===== src/rtl/assert_macros.svh =====
// Assertion macros used by the RTL of the sign-magnitude hex ALU core.
// Each expands to one labeled concurrent assertion clocked on the rising edge.
`ifndef ASSERT_MACROS_SVH
`define ASSERT_MACROS_SVH

// Property must hold at every edge outside reset.
`define SMH_ASSERT(label, clk, rst_n, prop, msg) \
	label: assert property (@(posedge clk) disable iff (!rst_n) prop) else $error(msg);

// Expression must never be true outside reset.
`define SMH_NEVER(label, clk, rst_n, expr, msg) \
	label: assert property (@(posedge clk) disable iff (!rst_n) !(expr)) else $error(msg);

`endif


===== src/rtl/smhalu_pkg.sv =====
// Shared constants for the sign-magnitude hex ALU: operation codes,
// compare codes and the default operand size. No dependencies.
`timescale 1ns / 1ps

package smhalu_pkg;

	localparam int NUM_BYTES_DEF = 8;

	localparam logic [2:0] FUNC_ADD = 3'd0;
	localparam logic [2:0] FUNC_SUB = 3'd1;
	localparam logic [2:0] FUNC_SHL = 3'd2;
	localparam logic [2:0] FUNC_SHR = 3'd3;
	localparam logic [2:0] FUNC_CMP = 3'd4;

	localparam logic signed [1:0] CMP_EQ = 2'sb00;
	localparam logic signed [1:0] CMP_GT = 2'sb01;
	localparam logic signed [1:0] CMP_LT = 2'sb11;

	localparam int FIELD_W = 64;
	localparam int LEN_W   = 5;

endpackage


===== src/rtl/smhalu_encode.sv =====
// Sign-magnitude encoder: packs a sign and magnitude into the shortest digit
// length whose top bit can carry the sign. Takes its default size from smhalu_pkg.
`timescale 1ns / 1ps

module smhalu_encode #(
	parameter int DIGITS = 2 * smhalu_pkg::NUM_BYTES_DEF
) (
	input  logic                         neg,
	input  logic [4*DIGITS-1:0]          mag,
	output logic [4*DIGITS-1:0]          val,
	output logic [$clog2(DIGITS+1)-1:0]  len,
	output logic                         ovf
);

	localparam int LW = $clog2(DIGITS + 1);

	logic [LW-1:0] k;
	logic          top;
	logic [LW-1:0] n;

	always_comb begin
		k   = '0;
		top = 1'b0;
		// highest nonzero digit sets the raw length
		for (int i = 0; i < DIGITS; i++) begin
			if (mag[4*i +: 4] != 4'h0) begin
				k   = LW'(i + 1);
				top = mag[4*i+3];
			end
		end
		n = k + LW'(top);
		val = '0;
		len = LW'(1);
		ovf = 1'b0;
		if (k == '0) begin
			val = '0;
			len = LW'(1);
		end else if (k == LW'(DIGITS) && top) begin
			ovf = 1'b1;
		end else begin
			val = mag;
			len = n;
			for (int i = 0; i < DIGITS; i++) begin
				if (LW'(i + 1) == n) begin
					val[4*i+3] = neg;
				end
			end
		end
	end

endmodule


===== src/rtl/sign_magnitude_hex_alu_core.sv =====
// Three register stages; throughput one item per cycle while in_stall is low.
// Stage 1 splits and compares operands, stage 2 adds or shifts, stage 3 encodes.
// A stall on the output backs up stage by stage; empty stages still fill.
// Reset (arst_n low) empties the pipeline; payload registers are not reset.
// Depends on smhalu_pkg, smhalu_encode and assert_macros.svh.
`timescale 1ns / 1ps
`include "assert_macros.svh"

module sign_magnitude_hex_alu_core #(
	parameter int NUM_BYTES = smhalu_pkg::NUM_BYTES_DEF
) (
	input  logic                                 clk,
	input  logic                                 arst_n,
	input  logic                                 in_valid,
	output logic                                 in_stall,
	input  logic [2:0]                           func,
	input  logic [smhalu_pkg::FIELD_W-1:0]       operand_a,
	input  logic [smhalu_pkg::LEN_W-1:0]         length_a,
	input  logic [smhalu_pkg::FIELD_W-1:0]       operand_b,
	input  logic [smhalu_pkg::LEN_W-1:0]         length_b,
	input  logic [smhalu_pkg::LEN_W-1:0]         shift_digits,
	output logic                                 out_valid,
	input  logic                                 out_stall,
	output logic [smhalu_pkg::FIELD_W-1:0]       result_value,
	output logic [smhalu_pkg::LEN_W-1:0]         result_length,
	output logic signed [1:0]                    compare_result,
	output logic                                 overflow
);

	localparam int D  = 2 * NUM_BYTES;
	localparam int W  = 4 * D;
	localparam int LW = $clog2(D + 1);
	localparam int SW = $clog2(D);

	// pipeline control
	logic v_s1, v_s2, v_s3;
	logic en1, en2, en3;

	assign en3 = !v_s3 || !out_stall;
	assign en2 = !v_s2 || en3;
	assign en1 = !v_s1 || en2;
	assign in_stall = !en1;

	always_ff @(posedge clk or negedge arst_n) begin
		if (!arst_n) begin
			v_s1 <= 1'b0;
			v_s2 <= 1'b0;
			v_s3 <= 1'b0;
		end else begin
			if (en1) v_s1 <= in_valid;
			if (en2) v_s2 <= v_s1;
			if (en3) v_s3 <= v_s2;
		end
	end

	// ---------------- stage 1: clamp, split, compare ----------------
	logic [LW-1:0] la_c, lb_c;
	logic          na_c, nb_c;
	logic [W-1:0]  ma_c, mb_c;

	always_comb begin
		if (length_a == '0)                  la_c = LW'(1);
		else if (length_a > 5'(D))           la_c = LW'(D);
		else                                 la_c = length_a[LW-1:0];
		if (length_b == '0)                  lb_c = LW'(1);
		else if (length_b > 5'(D))           lb_c = LW'(D);
		else                                 lb_c = length_b[LW-1:0];

		na_c = 1'b0;
		nb_c = 1'b0;
		ma_c = '0;
		mb_c = '0;
		// keep digits below the length, pull the sign out of the leftmost one
		for (int i = 0; i < D; i++) begin
			if (LW'(i) < la_c) ma_c[4*i +: 4] = operand_a[4*i +: 4];
			if (LW'(i) < lb_c) mb_c[4*i +: 4] = operand_b[4*i +: 4];
			if (LW'(i + 1) == la_c) begin
				na_c = operand_a[4*i+3];
				ma_c[4*i+3] = 1'b0;
			end
			if (LW'(i + 1) == lb_c) begin
				nb_c = operand_b[4*i+3];
				mb_c[4*i+3] = 1'b0;
			end
		end
	end

	logic [2:0]    func_s1;
	logic          na_s1, nb_s1;
	logic [W-2:0]  ma_s1, mb_s1;
	logic [LW-1:0] la_s1;
	logic [SW-1:0] sh_s1;
	logic          sh_ok_s1, ge_s1, eq_s1, zero_s1;

	always_ff @(posedge clk) begin
		if (en1) begin
			func_s1  <= func;
			na_s1    <= na_c;
			nb_s1    <= nb_c;
			ma_s1    <= ma_c[W-2:0];
			mb_s1    <= mb_c[W-2:0];
			la_s1    <= la_c;
			sh_s1    <= shift_digits[SW-1:0];
			sh_ok_s1 <= shift_digits < 5'(la_c);
			ge_s1    <= ma_c >= mb_c;
			eq_s1    <= ma_c == mb_c;
			zero_s1  <= (ma_c == '0) && (mb_c == '0);
		end
	end

	// ---------------- stage 2: add/subtract, shift, compare ----------------
	logic          nb_eff, same, x_sel;
	logic [W-1:0]  opx, opy, sum_c, shl_c, shr_c, shv_c;
	logic          rneg_c;
	logic [W-1:0]  val2_c;
	logic [LW-1:0] len2_c;
	logic          enc2_c;
	logic signed [1:0] cmp2_c;

	always_comb begin
		nb_eff = nb_s1 ^ (func_s1 == smhalu_pkg::FUNC_SUB);
		same   = na_s1 == nb_eff;
		x_sel  = ge_s1;
		opx    = x_sel ? {1'b0, ma_s1} : {1'b0, mb_s1};
		opy    = x_sel ? {1'b0, mb_s1} : {1'b0, ma_s1};
		// one adder: plain sum for like signs, larger minus smaller otherwise
		if (same) sum_c = {1'b0, ma_s1} + {1'b0, mb_s1};
		else      sum_c = opx + ~opy + W'(1);
		rneg_c = same ? na_s1 : (ge_s1 ? na_s1 : nb_eff);

		shl_c = {1'b0, ma_s1} << {sh_s1, 2'b00};
		shr_c = {1'b0, ma_s1} >> {sh_s1, 2'b00};
		shv_c = '0;
		if (sh_ok_s1) shv_c = (func_s1 == smhalu_pkg::FUNC_SHL) ? shl_c : shr_c;
		for (int i = 0; i < D; i++) begin
			if (!(LW'(i) < la_s1)) shv_c[4*i +: 4] = 4'h0;
			if (LW'(i + 1) == la_s1) shv_c[4*i+3] = na_s1;
		end

		val2_c = '0;
		len2_c = LW'(1);
		enc2_c = 1'b0;
		cmp2_c = smhalu_pkg::CMP_EQ;
		unique case (func_s1)
			smhalu_pkg::FUNC_ADD, smhalu_pkg::FUNC_SUB: begin
				val2_c = sum_c;
				enc2_c = 1'b1;
			end
			smhalu_pkg::FUNC_SHL, smhalu_pkg::FUNC_SHR: begin
				val2_c = shv_c;
				len2_c = la_s1;
			end
			smhalu_pkg::FUNC_CMP: begin
				priority if (zero_s1)         cmp2_c = smhalu_pkg::CMP_EQ;
				else if (!na_s1 && nb_s1)     cmp2_c = smhalu_pkg::CMP_GT;
				else if (na_s1 && !nb_s1)     cmp2_c = smhalu_pkg::CMP_LT;
				else if (eq_s1)               cmp2_c = smhalu_pkg::CMP_EQ;
				else if (ge_s1)
					cmp2_c = na_s1 ? smhalu_pkg::CMP_LT : smhalu_pkg::CMP_GT;
				else
					cmp2_c = na_s1 ? smhalu_pkg::CMP_GT : smhalu_pkg::CMP_LT;
			end
			default: begin
				val2_c = '0;
			end
		endcase
	end

	logic [W-1:0]      val_s2;
	logic [LW-1:0]     len_s2;
	logic              neg_s2, enc_s2;
	logic signed [1:0] cmp_s2;

	always_ff @(posedge clk) begin
		if (en2) begin
			val_s2 <= val2_c;
			len_s2 <= len2_c;
			neg_s2 <= rneg_c;
			enc_s2 <= enc2_c;
			cmp_s2 <= cmp2_c;
		end
	end

	// ---------------- stage 3: shortest-length encode ----------------
	logic [W-1:0]  enc_val;
	logic [LW-1:0] enc_len;
	logic          enc_ovf;

	smhalu_encode #(
		.DIGITS (D)
	) u_encode (
		.neg (neg_s2),
		.mag (val_s2),
		.val (enc_val),
		.len (enc_len),
		.ovf (enc_ovf)
	);

	logic [W-1:0]      val_s3;
	logic [LW-1:0]     len_s3;
	logic signed [1:0] cmp_s3;
	logic              ovf_s3;

	always_ff @(posedge clk) begin
		if (en3) begin
			val_s3 <= enc_s2 ? enc_val : val_s2;
			len_s3 <= enc_s2 ? enc_len : len_s2;
			ovf_s3 <= enc_s2 && enc_ovf;
			cmp_s3 <= cmp_s2;
		end
	end

	assign out_valid      = v_s3;
	assign result_value   = smhalu_pkg::FIELD_W'(val_s3);
	assign result_length  = smhalu_pkg::LEN_W'(len_s3);
	assign compare_result = cmp_s3;
	assign overflow       = ovf_s3;

	// ---------------- checks ----------------
	`SMH_ASSERT(a_ovf_zero, clk, arst_n, v_s3 && ovf_s3 |-> val_s3 == '0 && len_s3 == LW'(1), "overflow result must be zero with length one")
	`SMH_NEVER(a_cmp_code, clk, arst_n, v_s3 && cmp_s3 == 2'sb10, "illegal compare code")
	`SMH_NEVER(a_len_zero, clk, arst_n, v_s3 && len_s3 == '0, "result length of zero")
	`SMH_ASSERT(a_empty_no_stall, clk, arst_n, !v_s1 |-> !in_stall, "empty first stage refused a transfer")

endmodule


===== config.mk =====
export PLATFORM = sky130hd
export DESIGN_NAME = sign_magnitude_hex_alu_core
export DESIGN_NICKNAME = d
export VERILOG_FILES = /design/src/rtl/smhalu_pkg.sv /design/src/rtl/smhalu_encode.sv /design/src/rtl/sign_magnitude_hex_alu_core.sv
export VERILOG_INCLUDE_DIRS = /design/src /design/src/rtl
export SDC_FILE = /design/constraint.sdc
export NUM_CORES = 1
export LEC_CHECK = 0
export BUFFER_PORTS_ARGS = -buffer_cell sky130_fd_sc_hd__buf_2
export CAP_MARGIN = 20
export CORE_ASPECT_RATIO = 1.4
export CORE_MARGIN = 10
export CORE_UTILIZATION = 35
export DETAILED_ROUTE_END_ITERATION = 8
export GPL_TIMING_DRIVEN = 0
export PLACE_DENSITY_LB_ADDON = 0.1
export SLEW_MARGIN = 10
export SYNTH_ARGS = -nofsm -noshare
export SYNTH_HDL_FRONTEND = slang
export SYNTH_SLANG_ARGS = --single-unit

===== constraint.sdc =====
create_clock -name clk -period 8.1 [get_ports clk]
set_clock_uncertainty 0.15 [all_clocks]
set_input_delay 1.62 -clock clk [delete_from_list [all_inputs] [get_ports clk]]
set_output_delay 1.62 -clock clk [all_outputs]
set_load 0.01 [all_outputs]

==> results of run 1 <==
## repair_timing
item	CTS	global route
resized for setup	1	2
pin swaps	0	0
endpoints found under the setup margin	45	7
## worst min-delay path by stage
stage | slack, ns | endpoint | from
2_1_floorplan | 0.25 | compare_result[0] | cmp_s2[0]
3_3_place_gp | 0.25 | compare_result[1] | cmp_s2[1]
3_5_place_dp | 0.26 | compare_result[1] | cmp_s2[1]
4_1_cts | 0.28 | compare_result[1] | cmp_s2[1]
5_1_grt | 0.29 | compare_result[1] | cmp_s2[1]
6_report | 0.27 | compare_result[1] | cmp_s2[1]
## metrics by stage
step           setup slack, ns  hold slack (ns)
2_1_floorplan          -0.3297           0.2503
3_3_place_gp            -2.565           0.2532
3_5_place_dp            -1.357           0.2614
4_1_cts                 0.1446           0.2766
5_1_grt                0.06626           0.2879
6_report                0.2800           0.2748
## area by class of cell
| type | instances | area, sq um |
|---|---|---|
| buffer | 183 | 715.7 |
| clock buffer | 33 | 762.0 |
| multi-input combinational | 2620 | 17170 |
| inverter | 137 | 514.2 |
| sequential | 292 | 8753 |
| clock inverter | 21 | 222.7 |
| tap | 976 | 1221 |
| timing repair buffer | 244 | 1416 |
| antenna | 1 | 2.502 |
| fill | 8000 | 45800 |
## metal layers
metal	vias to the layer above	GRT usage, %	routed length (um)
met5	-	0	0
met4	0	27.93	15430
met3	376	3.861	7751
met2	1220	54.75	70020
met1	13040	36.16	55750
li1	12640	-	-
## kinds of logic (layout without fill, tap and decap cells)
logic type,after synthesis,in the layout,share of synthesized area (%)
simple gates,1162,1162,21.52
compound gates,1024,1024,23.62
buf+inv,322,618,4.562
flops,292,292,32.31
fa+ha+maj,172,172,7.961
mux,169,169,7.060
xor+xnor,91,91,2.941
other cells,2,3,0.02772
## layout by cell type (no fill, tap or decap), drive strengths merged, types with 84 or more instances in the layout
| cell type | n |
|---|---|
| nand2 | 296 |
| edfxtp | 289 |
| buf | 283 |
| nor2 | 282 |
| a21oi | 280 |
| o21ai | 259 |
| clkbuf | 177 |
| ha | 170 |
| inv | 138 |
| nor2b | 101 |
| mux2i | 100 |
| nand2b | 87 |
| and2 | 84 |
## power groups by stage
stage,logic (W),registers [W],clock network [W]
floorplan,0.00211,0.00217,0
global placement,0.00350,0.00230,0
detailed placement,0.00349,0.00228,0
CTS,0.00350,0.00224,0.00147
global route,0.00382,0.00227,0.00152
finish,0.00360,0.00225,0.00143
## sequential cells by signal, summed over array words and instances, names as in the netlist, 2 cells and up
name,cells
ma_s1,63
len_s2,5
func_s1,3
mb_s1,63
val_s2,64
la_s1,5
result_value,64
compare_result,2
cmp_s2,2
result_length,5
sh_s1,4
## worst register-to-register path, delay by kind of cell (launching register included)
kind            cells  cell delay, ns
fa+ha+maj           1            0.38
compound gates      9            2.85
flops               1            0.43
simple gates        2            0.89
mux                 1            0.39
buf+inv             7            2.48
==> results.toml, run 1 <==
[power_and_ir_drop]
p_leak_nw = 12.54
switching_share_pct = 45.76
p_int_w = 0.003953
comb_power_share_pct = 49.4
vdd_drop_max_mv = 0.1795
p_clk_share_pct = 19.7
power_density_nw_per_um2 = 236.8
p_sw_w = 0.003335
p_total_w = 0.007289
p_seq_share_pct = 30.9

[drt]
ant_nets = 0
drc = 0
viasPerCell = 6.052
drt_iter0_drc = 2757
routed_wl_mm = 149.0
post_drt_wl_per_cell_um = 33.05
via_count = 27280
drt_first_pass_iters = 6

[yosys]
synth.avg_cell_area_sq_um = 8.378
synth_edf_count = 289
syn_nets = 3555
synth-main-ff-cell = "edfxtp_1"
synth_seq_cells = 292
ys_warn_count = 0
yosysMostFrequentCell = "nand2_1"
async_reset_ff_share_pct = 1.027
ys_types = 85
synthTopCellsByCount = "nand2_1, edfxtp_1, nor2_1"
synth_area_leaders = "edfxtp_1, ha_1, a21oi_1, o21ai_0, nand2_1"
synthCells = 3234
synth_area_sq_um = 27100
seq_area_frac_synth_pct = 32.31
synth.top_cell.area_share_pct = 32.03
synth_area_leader_cell = "edfxtp_1"

[die]
ios = 224
die_area_sq_um = 89100
dieWidth_um = 255.2
core_sq_um = 76570
initial_core_util_pct = 35.39
row_count = 120
die_h_um = 349.2

[clock_tree]
numCtsBuffers = 30
clk_latency_ns = 0.65
post_cts_buffers = 0
h-tree-depth = 1
cts_hold_buf = 0
cts_sinks = 292
cts.path.max_buffers = 3
clkTransAtPathRegs_ns = 0.06
cts_tree = "done"
root_buffer = "clkbuf_16"

[min_path]
hp-class = "reg -> reg"
hold_depth = 0

[worst_setup_path]
worstSetupEndpointType = "register"
crit_arrival_ns = 8.05
cp-endpoint = "val_s2[62]"
worstPathCellList = "buf_2 -> buf_2 -> buf_4 -> buf_2 -> buf_2 -> buf_2 -> clkbuf_2 -> mux2_2 -> ha_1 -> nor4bb_1 -> nand3_1 -> a31oi_1 -> o31ai_1 -> o21ai_1 -> a41o_1 -> a31o_2 -> a31oi_1 -> o41ai_2 -> a31oi_1 -> a211o_1"
path_common_cell = "buf_2"
cp-startpoint = "ge_s1"
cpPeakStageDelay_ns = 0.73
critical_path_cell_count = 20
r2r-end = "val_s2[62]"
r2r_slack_ns = 0.28
path_delay_family = "compound AO/OA/AOI/OAI gates"
worst-r2r-cell-count = 20
path_class = "reg -> reg"
cp.required_ns = 8.33
cp.buffers_inverters = 7
timing.critical_path.from_type = "register"
crit_slowest_cell = "nor4bb_1"
worstPathMaxFanout = 28
timing.rr.start = "ge_s1"

[global_route]
grt_pass1_wl_mm = 205.8
antenna_found_initial = 3
grt_usage_pct = 32.61
grt.overflow.total = 0
grt_pass1_vias = 27440
grt_max_degree = 66

[run_status]
run_status = "complete, no violations"

[timing]
worst_pin_slew_ns = 1.293
fin_crit_ns = 7.820
finalCritPeriodShare_pct = 96.54
finalSetupTns_ns = 0
finalHoldViolations = 0
maxSlewViolCount = 0
slew_headroom_pct = 13.79
rsz0062_at_grt = "false"
max_freq_ghz = 0.1279
finalSetupViolations = 0

[cells_and_area]
final_core_util_pct = 40.19
final_area_sq_um = 30770
area_delta_synth_final_pct = 13.58
final_cells = 4507
drive_above_1_share_pct = 11.44
nNetsFinal = 3829

[place]
placement.io_buffers = 219
place_congestion = 1.026
placed_area_sq_um = 29770
place_hpwl_mm = 127.3
placedCellCount = 4451

[run]
drv_cap = 0
Power figures use the tool's default switching activity.
==> run 2, diff against run 1 <==
Settings changed: CELL_PAD_IN_SITES_DETAIL_PLACEMENT set to 1, CELL_PAD_IN_SITES_GLOBAL_PLACEMENT set to 2, SETUP_SLACK_MARGIN set to 0.5.
==> results.toml, run 2 (same netlist as run 1, synthesis figures left out) <==
[worst_setup_path]
cpPeakStageDelay_ns = 0.49
crit_arrival_ns = 7.77
worstPathCellList = "buf_2 -> buf_2 -> buf_4 -> buf_4 -> buf_2 -> buf_2 -> clkbuf_8 -> buf_4 -> buf_4 -> mux2_2 -> ha_1 -> nor4bb_1 -> a311o_1 -> a2111oi_1 -> o31a_1 -> nand4_1 -> a31oi_2 -> o21ai_0 -> xnor2_1 -> a21oi_1 -> o22ai_1"
path_class = "reg -> reg"
cp.required_ns = 8.28
worstPathMaxFanout = 10
cp.buffers_inverters = 9
timing.critical_path.from_type = "register"
critical_path_cell_count = 21
worst-r2r-cell-count = 21
crit_slowest_cell = "a2111oi_1"
worstSetupEndpointType = "register"
path_delay_family = "buffers and inverters"

[clock_tree]
root_buffer = "clkbuf_16"
cts.path.max_buffers = 3
cts_tree = "done"
cts_sinks = 292
clkTransAtPathRegs_ns = 0.07
cts_hold_buf = 0
numCtsBuffers = 29
h-tree-depth = 1
clk_latency_ns = 0.63

[global_route]
grt_pass1_wl_mm = 218.0
grt_max_degree = 70
grt_usage_pct = 34.35
grt.overflow.total = 0
grt_pass1_vias = 29500
antenna_found_initial = 4

[run]
drv_cap = 0

[cells_and_area]
fillers = 9216
final_cells = 4513
area_delta_synth_final_pct = 13.90
final_common_cell = "nand2_1"
nNetsFinal = 3833
final_cell_mix = "nand2_1, edfxtp_1, nor2_1"
drive_above_1_share_pct = 11.88

[timing]
setup_ws_ns = 0.5143
slew_headroom_pct = 17.05
finalCritPeriodShare_pct = 93.65
worst_pin_slew_ns = 1.231
timing.hold.ws_ns = 0.2849
maxSlewViolCount = 0
max_freq_ghz = 0.1318
fin_crit_ns = 7.586
finalSetupViolations = 0
rsz0062_at_grt = "true"
finalHoldViolations = 0

[die]
initial_core_util_pct = 35.39
dieWidth_um = 255.2
ios = 224
row_count = 120
core_sq_um = 76570
die_area_sq_um = 89100
die_h_um = 349.2

[place]
place_congestion = 1.040
post-place-ws_ns = -1.510
place_hpwl_mm = 134.2
placement.io_buffers = 219
placedCellCount = 4452

[drt]
routed_wl_mm = 157.4
via_count = 28310
post_drt_wl_per_cell_um = 34.87
ant_nets = 0
drc = 0
viasPerCell = 6.274
drt_first_pass_iters = 6
drt_iter0_drc = 2362

[power_and_ir_drop]
power_density_nw_per_um2 = 240.0
p_leak_nw = 12.56
vdd_drop_max_mv = 0.1982
p_total_w = 0.007406

[run_status]
run_status = "complete, no violations"

[min_path]
hp-class = "reg -> reg"
hold_depth = 0
run 2: final cells by class:
cell class,count,area [sq um],area share [%]
diodes,2,5.005,0.01622
inverters,137,514.2,1.666
clock buffers,36,752.0,2.437
repair buffers,247,1418,4.593
plain buffers,185,749.5,2.428
clock inverters,18,222.7,0.7216
well taps,976,1221,3.957
flip-flops and latches,292,8753,28.36
multi-input cells,2620,17230,55.82
run 2: timing repair:
item / 4_1_cts / 5_1_grt
gates resized for setup: 24 / 6
endpoints found under the setup margin: 53 / 11
buffers inserted: 0 / 2
pin swaps: 0 / 2
run 2: routing by layer:
layer	vias up	wire, um	GRT usage [%]
met1	14030	59040	37.84
met4	4	15950	29.65
li1	12620	-	-
met3	413	8191	4.032
met5	-	22	0
met2	1251	74170	57.91
run 2: path summary, 6_finish.rpt:
kind                                           to       from  slack [ns]
worst min-delay path            compare_result[0]  cmp_s2[0]        0.28
worst max-delay path                   val_s2[47]      ge_s1        0.51
max in group asynchronous               out_valid     arst_n        7.05
worst min register to register  compare_result[0]  cmp_s2[0]        0.28
min in group asynchronous                    v_s2     arst_n        0.65
worst max register to register         val_s2[47]      ge_s1        0.51
run 2: power breakdown:
part	internal [W]	switching, W	leakage (nW)	total (W)
clock	0.000792	0.000614	0.466	0.00141
combinational	0.00119	0.00255	8.98	0.00374
sequential	0.00198	0.000288	3.12	0.00226
total	0.00396	0.00345	12.6	0.00741
run 2: worst reg2reg max path, cell delays in order, from the launching register on:
cell and delay [ns]:
edfxtp_1 0.44, buf_2 0.27, buf_2 0.33, buf_4 0.28, buf_4 0.25, buf_2 0.27, buf_2 0.33, clkbuf_8 0.29
buf_4 0.27, buf_4 0.32, mux2_2 0.39, ha_1 0.37, nor4bb_1 0.16, a311o_1 0.42, a2111oi_1 0.50, o31a_1 0.45
nand4_1 0.41, a31oi_2 0.45, o21ai_0 0.17, xnor2_1 0.19, a21oi_1 0.41, o22ai_1 0.17
run 2: through the flow:
step	setup TNS (ns)	util, %	instance area [sq um]
after floorplan	-0.3297	-	27100
after global placement	-330.73	38.41	29410
after CTS	0	40.21	30790
final	0	40.30	30860
after detailed placement	-38.02	38.85	29750
after global routing	0	40.30	30860
